<file path="config.mk">
export PLATFORM = sky130hd
export DESIGN_NAME = thq_ctrl
export DESIGN_NICKNAME = d
export VERILOG_FILES = /design/src/rtl/core/thq_pkg.sv /design/src/rtl/core/thq_ctrl.sv
export SDC_FILE = /design/constraint.sdc
export NUM_CORES = 1
export LEC_CHECK = 0
export BUFFER_PORTS_ARGS = -buffer_cell sky130_fd_sc_hd__buf_2
export CAP_MARGIN = 20
export CORE_MARGIN = 4
export CORE_UTILIZATION = 54
export CTS_BUF_LIST = sky130_fd_sc_hd__clkbuf_8 sky130_fd_sc_hd__clkbuf_16
export DETAILED_ROUTE_END_ITERATION = 8
export GPL_TIMING_DRIVEN = 0
export PLACE_DENSITY = 0.82
export SYNTH_ARGS = -nofsm -noshare
export SYNTH_HDL_FRONTEND = slang
export SYNTH_SLANG_ARGS = --single-unit
</file>
<file path="constraint.sdc">
create_clock -name i_clk -period 2.5 [get_ports i_clk]
set_input_delay 0 -clock i_clk [delete_from_list [all_inputs] [get_ports i_clk]]
set_output_delay 0 -clock i_clk [all_outputs]
set_load 0.05 [all_outputs]
</file>
<file path="src/rtl/core/thq_pkg.sv">
// Shared types, constants and command/status bundles for the timeout heap queue.
`default_nettype none
package thq_pkg;

    localparam int HEAP_ENTRIES_DEF = 64;
    localparam int TIME_BITS_DEF    = 48;

    localparam int NUM_IDS    = 64;
    localparam int ID_W       = 6;
    localparam int TMO_W      = 32;
    localparam int NOW_W      = 48;
    localparam int ST_W       = 3;
    localparam int RESULT_CAP = 64;
    localparam int N_W        = 7;

    typedef enum logic [1:0] {
        REQ_INSERT = 2'd0,
        REQ_DELETE = 2'd1,
        REQ_TICK   = 2'd2,
        REQ_NOP    = 2'd3
    } t_req;

    typedef enum logic [ST_W-1:0] {
        ST_ACK     = 3'd0,
        ST_EXPIRED = 3'd1,
        ST_NONE    = 3'd2,
        ST_FULL    = 3'd3,
        ST_QUEUED  = 3'd4
    } t_status;

    typedef enum logic [2:0] {
        RD_CUR   = 3'd0,
        RD_LAST  = 3'd1,
        RD_LEFT  = 3'd2,
        RD_RIGHT = 3'd3,
        RD_ROOT  = 3'd4
    } t_rd_src;

    typedef struct packed {
        logic    capture;
        logic    set_pend;
        t_status pend_code;
        logic    pend_zero_id;
        logic    ins_start;
        logic    id_rd;
        logic    unqueue;
        logic    tick_start;
        logic    rm;
        logic    rm_root;
        logic    take_rd;
        logic    rd_en;
        t_rd_src rd_src;
        logic    walk_step;
        logic    wr_item;
        logic    save_left;
        logic    swap;
        logic    pop;
        logic    emit;
    } t_cmd;

    typedef struct packed {
        t_req req;
        logic queued;
        logic full;
        logic h_ok;
        logic del_last;
        logic root_last;
        logic sh_zero;
        logic no_left;
        logic swap_ok;
        logic tick_stop;
        logic root_due;
        logic pend_v;
        logic out_free;
    } t_stat;

endpackage
`default_nettype wire

</file>
<file path="src/rtl/core/thq_ctrl.sv">
// Sequencer for the timeout heap queue: decodes requests and steps the heap walks.
`default_nettype none
module thq_ctrl import thq_pkg::*; (
    input  wire   i_clk,
    input  wire   i_rst_n,
    input  wire   i_valid,
    input  t_stat i_stat,
    output t_cmd  o_cmd,
    output logic  o_idle
);

    typedef enum logic [11:0] {
        S_IDLE = 12'b000000000001,
        S_DEC  = 12'b000000000010,
        S_DCHK = 12'b000000000100,
        S_LGET = 12'b000000001000,
        S_WRD  = 12'b000000010000,
        S_WCMP = 12'b000000100000,
        S_SL   = 12'b000001000000,
        S_SR   = 12'b000010000000,
        S_SC   = 12'b000100000000,
        S_TRD  = 12'b001000000000,
        S_TCMP = 12'b010000000000,
        S_EMIT = 12'b100000000000
    } t_state;

    t_state r_state, n_state;
    logic   r_is_ins, n_is_ins;
    logic   r_is_tick, n_is_tick;

    always_comb begin
        n_state   = r_state;
        n_is_ins  = r_is_ins;
        n_is_tick = r_is_tick;
        o_cmd     = '0;
        o_cmd.pend_code = ST_ACK;
        o_cmd.rd_src    = RD_CUR;
        unique case (r_state)
            S_IDLE: begin
                if (i_valid) begin
                    o_cmd.capture = 1'b1;
                    n_state = S_DEC;
                end
            end
            S_DEC: begin
                n_is_ins  = 1'b0;
                n_is_tick = 1'b0;
                unique case (i_stat.req)
                    REQ_INSERT: begin
                        o_cmd.set_pend = 1'b1;
                        if (i_stat.queued) begin
                            o_cmd.pend_code = ST_QUEUED;
                            n_state = S_EMIT;
                        end else if (i_stat.full) begin
                            o_cmd.pend_code = ST_FULL;
                            n_state = S_EMIT;
                        end else begin
                            o_cmd.ins_start = 1'b1;
                            n_is_ins = 1'b1;
                            n_state  = S_WRD;
                        end
                    end
                    REQ_DELETE: begin
                        o_cmd.set_pend = 1'b1;
                        if (i_stat.queued) begin
                            o_cmd.unqueue = 1'b1;
                            o_cmd.id_rd   = 1'b1;
                            n_state = S_DCHK;
                        end else begin
                            n_state = S_EMIT;
                        end
                    end
                    REQ_TICK: begin
                        o_cmd.tick_start = 1'b1;
                        n_is_tick = 1'b1;
                        n_state   = S_TRD;
                    end
                    default: begin
                        o_cmd.set_pend     = 1'b1;
                        o_cmd.pend_zero_id = 1'b1;
                        n_state = S_EMIT;
                    end
                endcase
            end
            S_DCHK: begin
                if (i_stat.h_ok) begin
                    o_cmd.rm     = 1'b1;
                    o_cmd.rd_en  = 1'b1;
                    o_cmd.rd_src = RD_LAST;
                    n_state = i_stat.del_last ? S_EMIT : S_LGET;
                end else begin
                    n_state = S_EMIT;
                end
            end
            S_LGET: begin
                o_cmd.take_rd = 1'b1;
                n_state = S_WRD;
            end
            S_WRD: begin
                if (i_stat.sh_zero) begin
                    o_cmd.wr_item = 1'b1;
                    n_state = r_is_ins ? S_EMIT : S_SL;
                end else begin
                    o_cmd.rd_en  = 1'b1;
                    o_cmd.rd_src = RD_CUR;
                    n_state = S_WCMP;
                end
            end
            S_WCMP: begin
                o_cmd.walk_step = 1'b1;
                n_state = S_WRD;
            end
            S_SL: begin
                if (i_stat.no_left) begin
                    o_cmd.wr_item = 1'b1;
                    n_state = r_is_tick ? S_TRD : S_EMIT;
                end else begin
                    o_cmd.rd_en  = 1'b1;
                    o_cmd.rd_src = RD_LEFT;
                    n_state = S_SR;
                end
            end
            S_SR: begin
                o_cmd.save_left = 1'b1;
                o_cmd.rd_en     = 1'b1;
                o_cmd.rd_src    = RD_RIGHT;
                n_state = S_SC;
            end
            S_SC: begin
                if (i_stat.swap_ok) begin
                    o_cmd.swap = 1'b1;
                    n_state = S_SL;
                end else begin
                    o_cmd.wr_item = 1'b1;
                    n_state = r_is_tick ? S_TRD : S_EMIT;
                end
            end
            S_TRD: begin
                if (i_stat.tick_stop) begin
                    n_state = S_EMIT;
                end else begin
                    o_cmd.rd_en  = 1'b1;
                    o_cmd.rd_src = RD_ROOT;
                    n_state = S_TCMP;
                end
            end
            S_TCMP: begin
                if (!i_stat.root_due) begin
                    n_state = S_EMIT;
                end else if (!i_stat.pend_v || i_stat.out_free) begin
                    o_cmd.pop     = 1'b1;
                    o_cmd.rm      = 1'b1;
                    o_cmd.rm_root = 1'b1;
                    o_cmd.rd_en   = 1'b1;
                    o_cmd.rd_src  = RD_LAST;
                    n_state = i_stat.root_last ? S_TRD : S_LGET;
                end
            end
            S_EMIT: begin
                if (i_stat.out_free) begin
                    o_cmd.emit = 1'b1;
                    n_state = S_IDLE;
                end
            end
            default: n_state = S_IDLE;
        endcase
    end

    always_ff @(posedge i_clk) begin
        if (!i_rst_n) begin
            r_state   <= S_IDLE;
            r_is_ins  <= 1'b0;
            r_is_tick <= 1'b0;
        end else begin
            r_state   <= n_state;
            r_is_ins  <= n_is_ins;
            r_is_tick <= n_is_tick;
        end
    end

    assign o_idle = (r_state == S_IDLE);

endmodule
`default_nettype wire

</file>
* After elaboration in Yosys (flattened, before gate mapping)
Index checks and enable logic that the tools add are counted.
Operators by class: eq/ne operators 17, reductions and logical operators 6, muxes and demuxes 58
Operator list (number):
- $mux W12 | 15
- $pmux W12 S11 | 1
- $pmux W12 S3 | 1
- $mux W4 | 6
- $pmux W4 S6 | 1
- $mux W1 | 23
- $eq A12 B1 Y1 const B | 1
- $eq A12 B10 Y1 const B | 1
- $eq A12 B11 Y1 const B | 1
- $eq A12 B12 Y1 const B | 1
- $eq A12 B2 Y1 const B | 1
- $eq A12 B3 Y1 const B | 1
- $eq A12 B4 Y1 const B | 1
- $eq A12 B5 Y1 const B | 1
- $eq A12 B6 Y1 const B | 1
- $eq A12 B7 Y1 const B | 1
- $eq A12 B8 Y1 const B | 1
- $eq A12 B9 Y1 const B | 1
- $mux W10 | 1
- $mux W2 | 5
- $mux W9 | 1
- $mux W3 | 2
- $ne A2 B2 Y1 const B | 2
- $ne A3 B3 Y1 const B | 1
- other kinds (10) | 10
Storage, ports and cells: register bits after elaboration 14, output and inout bits 24

* Logic depth before layout (Yosys ltp)
Gate-level depths: netlist of the first run.
word-level depth 5, gate-level depth with buffers 7, depth with buffers taken out 5

* Least setup slack after synthesis of the first run
OpenSTA, ideal clock, no wires.
path kind reg2out, start point reg r_state[7], end point out o_cmd[19] (netlist name), data arrival time 2.829 ns, setup slack -0.329 ns, stages on the path, launching flop included 8, cell sequence dfxtp_1 > buf_6 > nor4_4 > and3_2 > buf_2 > nand2_1 > nor3b_1 > buf_4
RTL lines:
- from (decl) | line thq_ctrl.sv:27 | t_state r_state, n_state;
- from (signal assigned) | line thq_ctrl.sv:175 | r_state <= n_state;
- to (decl) | line thq_ctrl.sv:8 | output t_cmd o_cmd,

==> results_dict.tcl, run 1 <==
set metrics [dict create \
    outcome "complete, no violations" \
    setup_viol 0 \
    synth_mux_area_frac 0 \
    worstPathArrival_ns 2.41 \
    cp_data_required_time_ns 2.50 \
    synth_ff_type "dfxtp_1" \
    rsz0062_at_grt "false" \
    clkSinkCount 14 \
    hpwlAfterDp_mm 2.60 \
    clk_latency_ns 0.25 \
    grt_max_degree 11 \
    rows 17 \
    multiInputGateArea_um2 800 \
    max_slew_margin 0.633 \
    cts-htree-levels 1 \
    worstPathCellList "buf_6 > or4_4 > nor3_1 > nand4b_1 > nor2_1 > or4b_1 > buf_2" \
    synthArstFlopShare 0 \
    portBuffers 39 \
    tightest_slew_ns 0.547 \
    drt_pass1_iterations 4 \
    initial_core_util 0.564 \
    finalSetupTns_ns 0 \
    synth-simple-area-share 0.463 \
    die_height_um 55.8 \
    holdWs_ns 0.0279 \
    grt_pass1_wl_mm 5.33 \
    synth_edf_count 0 \
    cp_max_fo 9 \
    post_drt_wl_per_cell_um 15.2 \
    critPathCaptureType "primary output" \
    final_cell_count_no_fill 228 \
    cp_top_family "simple AND/OR/NAND/NOR gates" \
    p_leak_nw 0.752 \
    cts.path.max_buffers 2 \
    fmaxAchievable_ghz 0.414 \
    finClkSkew_ns 0.00454 \
    critical_path_class "register to primary output" \
    place.gp.congestion 0.898 \
    finalHoldViolations 0 \
    fillCellCount 183 \
    startpoint_type "register" \
    synthAdderAreaFrac 0 \
    seq_area_um2 280 \
    grt_usage 0.214 \
    drv_slew 0 \
    vias_per_cell 5.96 \
    yosysSeqAreaShare 0.227 \
    drcViolationCount 0 \
    syn_to_final_growth_pct 23.5 \
    cellPowerDensity_nw_per_um2 561 \
    peakVddDrop_mv 0.360 \
    post_cts_resized 0 \
    num_vias 1358 \
    synth_xor_area_frac 0.0284 \
    hold_buffers 1 \
    root_buffer "clkbuf_8" \
    io_pins 41 \
    die_w_um 55.8 \
    synth_cell_types 53 \
    synth_top_family_by_area "simple AND/OR/NAND/NOR gates" \
    finish.utilization 0.696 \
    core_area_um2 2190 \
    dp_cells 224 \
    crit_buf_inv 2 \
    antenna_found_initial 0 \
    ys_seq_elements 14 \
    drive_gt1_frac 0.365 \
    grt-ovfl-total 0 \
    synth_area_um2 1230 \
    yosys_warnings 0 \
    fin_crit_sh 0.966 \
    first_global_vias 1179 \
    cts_tree "done" \
    final_cell_mix "buf_2, nor2_1, dfxtp_1" \
    syn_inst 157 \
    synth_compound_area_frac 0.149 \
    cap_violations 0 \
    routed_wl_mm 3.46 \
    num_antenna_cells 0 \
    slowest_delay_ns 0.53 \
    postRouteAntennaNets 0 \
    syn-num-nets 174 \
    clk_pin_slew_worst_paths_ns 0.06 \
    final_common_cell "buf_2" \
    synth.avg_cell_area_um2 7.87 \
    min_period_ns 2.41 \
    cts_buffers 3 \
    hp-class "primary input to register" \
    post-cts-setup-buffers 0 \
    initialDrtViolationCount 65 \
    final_nets 219 \
    cpMaxStageDelayCell "or4_4" \
    die_area_um2 3120 \
]
## area by class of cell
type | count | area share
plain buffers | 14 | 0.0829
clock buffers | 3 | 0.0271
inverters | 10 | 0.0246
multi-input cells | 119 | 0.524
flip-flops and latches | 14 | 0.184
well taps | 28 | 0.0230
repair buffers | 40 | 0.135
## worst register-to-register path, stage by stage, from the launching register on
cell	delay, ns
dfxtp_1	0.31
buf_6	0.13
or4_4	0.53
nor3_1	0.32
nand4b_1	0.25
nor3_1	0.24
o21a_1	0.14
## synth_stat cells, types with 2 or more instances
| cell | instances | area, um^2 |
|---|---|---|
| nand3_1 | 3 | 15.0 |
| o21ai_0 | 10 | 50.1 |
| nand2b_1 | 2 | 12.5 |
| nor4_4 | 2 | 42.5 |
| a21boi_0 | 3 | 22.5 |
| dfxtp_1 | 14 | 280 |
| or4b_1 | 2 | 20.0 |
| o21a_1 | 2 | 15.0 |
| a21oi_1 | 3 | 15.0 |
| nand4_1 | 5 | 31.3 |
| nor2b_1 | 5 | 31.3 |
| nand4b_1 | 4 | 35.0 |
| nor3b_1 | 4 | 30.0 |
| xor2_1 | 4 | 35.0 |
| buf_6 | 4 | 45.0 |
| buf_2 | 2 | 10.0 |
| nor3_1 | 9 | 45.0 |
| inv_1 | 10 | 37.5 |
| nor2_1 | 16 | 60.1 |
| nand2_1 | 9 | 33.8 |
| buf_4 | 5 | 37.5 |
| nor3_2 | 2 | 20.0 |
| and2_1 | 3 | 18.8 |
| and3_1 | 5 | 31.3 |
## per-stage QoR
| stage | instance area [um^2] | worst slack [ns] | total power [W] |
|---|---|---|---|
| after floorplan | 1240 | 0.0613 | 0.000578 |
| after global placement | 1470 | 0.538 | 0.000656 |
| after detailed placement | 1470 | 0.466 | 0.000664 |
| after CTS | 1530 | 0.202 | 0.000848 |
| after global routing | 1530 | 0.0194 | 0.000891 |
| final | 1530 | 0.0853 | 0.000856 |
## flip-flops by register name (all words and copies together), names as in the netlist
signal     flops
r_state       12
r_is_tick      1
r_is_ins       1
## worst paths after layout
path                                    to       start  cells after the start  slack [ns]
worst max register to register  r_state[6]  r_state[0]                      6        0.51
worst min register to register    r_is_ins    r_is_ins                      2        0.49
worst min-delay path            r_state[7]   i_stat[5]                      3        0.03
worst max-delay path              o_cmd[9]  r_state[0]                      7        0.09
## cell families after synthesis
kind of cell              after synthesis
AOI/OAI and AO/OA                      27
xor gates and xnor gates                4
buffers and inverters                  24
DFF                                    14
and+or+nand+nor                        88
## layer usage
layer | GRT usage | up-vias | share of wire
met5 | 0 | - | 0
met4 | 0.0915 | 0 | 0.031
met3 | 0.0325 | 17 | 0.058
met2 | 0.375 | 75 | 0.49
met1 | 0.256 | 617 | 0.42
li1 | - | 649 | -
## where the power goes
| group | switching, W | leakage, nW | internal, W |
|---|---|---|---|
| Sequential | 0.00000810 | 0.113 | 0.000239 |
| Combinational | 0.000266 | 0.617 | 0.000155 |
| Clock | 0.0000809 | 0.0216 | 0.000107 |
Note: power is estimated with default switching activity, not from simulation.
==> run 2: changes to the inputs <==
Settings changed: BUFFER_PORTS_ARGS -buffer_cell sky130_fd_sc_hd__buf_2 to default, DONT_BUFFER_PORTS from default to 1, PLACE_DENSITY 0.82 to 0.66.
==> run 2 against run 1 <==
  * Worst hold slack got worse by 0.0055 ns
  * Utilization is 1.9 points lower
  * Critical endpoint is now o_cmd[6]
  * Highest routed layer unchanged
  * Clock power shrank 2%
  * Via count is 11% lower
  * Sequential share of layout area grew 0.51 points
==> results_dict.tcl, run 2 (synthesis gave the netlist of run 1 again) <==
set metrics [dict create \
    post_drt_wl_per_cell_um 16.2 \
    clk_pin_slew_worst_paths_ns 0.06 \
    final_common_cell "nor2_1" \
    power_w 0.000849 \
    cts.path.max_buffers 2 \
    final_cell_count_no_fill 201 \
    fin_crit_sh 0.960 \
    grt_pass1_wl_mm 5.21 \
    die_height_um 55.8 \
    grt_busiest_layer "met2" \
    largest-register "r_state" \
    drive_gt1_frac 0.283 \
    outcome "complete, no violations" \
    finalSetupTns_ns 0 \
    critical_path_class "register to primary output" \
    critPathCaptureType "primary output" \
    min_period_ns 2.40 \
    worstPathArrival_ns 2.40 \
    startpoint_type "register" \
    initial_core_util 0.564 \
    io_pins 41 \
    met2_usage 0.348 \
    finalHoldViolations 0 \
    final_nets 192 \
    reg.largest.list "r_state (12), r_is_ins (1), r_is_tick (1)" \
    place.gp.congestion 0.842 \
    hpwlAfterDp_mm 2.32 \
    cp_data_required_time_ns 2.50 \
    drt_pass1_iterations 4 \
    rows 17 \
    peakVddDrop_mv 0.386 \
    grt-ovfl-total 0 \
    antenna_found_initial 0 \
    fillCellCount 196 \
    die_w_um 55.8 \
    num_vias 1211 \
    hp-class "primary input to register" \
    met1_usage 0.273 \
    portBuffers 0 \
    worstPathCellList "nor4_4 > clkbuf_8 > nand2_1 > or2_4 > nor3_4 > nand2b_4" \
    cellPowerDensity_nw_per_um2 572 \
    clk_latency_ns 0.24 \
    cp_top_family "simple AND/OR/NAND/NOR gates" \
    drv_slew 0 \
    grt_max_degree 11 \
    dp_cells 185 \
    p_leak_nw 0.626 \
    cts_buffers 3 \
    die_area_um2 3120 \
    cp_max_fo 7 \
    cap_violations 0 \
    clkSinkCount 14 \
    final_cell_mix "nor2_1, buf_4, dfxtp_1" \
    vias_per_cell 6.02 \
    setup_viol 0 \
    largest_reg_flops 12 \
    holdWs_ns 0.0224 \
    postRouteAntennaNets 0 \
    cts_tree "done" \
    cpMaxStageDelayCell "nor3_4" \
    syn_to_final_growth_pct 20.2 \
    cts-htree-levels 1 \
    routed_wl_mm 3.25 \
    grt_use_met3 0.0348 \
    grt_usage 0.208 \
    initialDrtViolationCount 52 \
    drcViolationCount 0 \
    tightest_slew_ns 0.893 \
    crit_buf_inv 1 \
    finClkSkew_ns 0.000882 \
    core_area_um2 2190 \
    max_slew_margin 0.403 \
    fmaxAchievable_ghz 0.417 \
    first_global_vias 1106 \
    num_antenna_cells 0 \
    root_buffer "clkbuf_8" \
    slowest_delay_ns 0.55 \
]
==> run 2: layout make-up <==
type                       count  area (um^2)  share of cell area
tap                           28         35.0              0.0236
buffer                        14          126              0.0852
timing repair buffer          13          108              0.0725
sequential                    14          280               0.189
inverter                      10         37.5              0.0253
multi-input combinational    119          856               0.577
clock buffer                   3         41.3              0.0278
==> run 2: path summary, 6_finish.rpt <==
check,endpoint,from,slack (ns),cells after the start
setup / recovery,o_cmd[6],r_state[8],0.10,6
hold / removal,r_state[0],i_stat[0],0.02,3
hold reg to reg,r_is_ins,r_is_ins,0.50,2
setup reg to reg,r_state[6],r_state[3],0.29,7
==> run 2: metal layers <==
| metal | routed length, um | share of wire |
|---|---|---|
| met3 | 203 | 0.062 |
| met1 | 1480 | 0.45 |
| met4 | 35 | 0.011 |
| met5 | 0 | 0 |
| met2 | 1540 | 0.47 |
==> run 2: stage by stage <==
| step | util | area, um^2 | setup slack (ns) |
|---|---|---|---|
| 2_1_floorplan | - | 1240 | 0.0613 |
| 3_3_place_gp | 0.584 | 1280 | -0.147 |
| 3_5_place_dp | 0.584 | 1280 | -0.122 |
| 4_1_cts | 0.656 | 1440 | 0.0157 |
| 5_1_grt | 0.677 | 1480 | -0.000643 |
| 6_report | 0.677 | 1480 | 0.100 |
==> run 2: what timing repair did <==
action / CTS / global route
setup endpoints to repair: 6 / 5
hold endpoints to repair: 4 / 0
pin swaps: 4 / 8
setup buffers: 4 / 5
hold buffers: 4 / 0
resized for setup: 9 / 3
==> run 2: report_power, final <==
part / internal (W) / leakage (nW) / total [W] / switching, W
registers: 0.000239 / 0.113 / 0.000247 / 0.00000826
clock network: 0.000106 / 0.0216 / 0.000184 / 0.0000778
logic: 0.000157 / 0.491 / 0.000418 / 0.000261
==> run 2: tightest hold or removal path, delay by kind of cell <==
family	cells	cell delay, ns
and+or+nand+nor	1	0.07
buffers and inverters	1	0.06
AOI/OAI and AO/OA	1	0.10
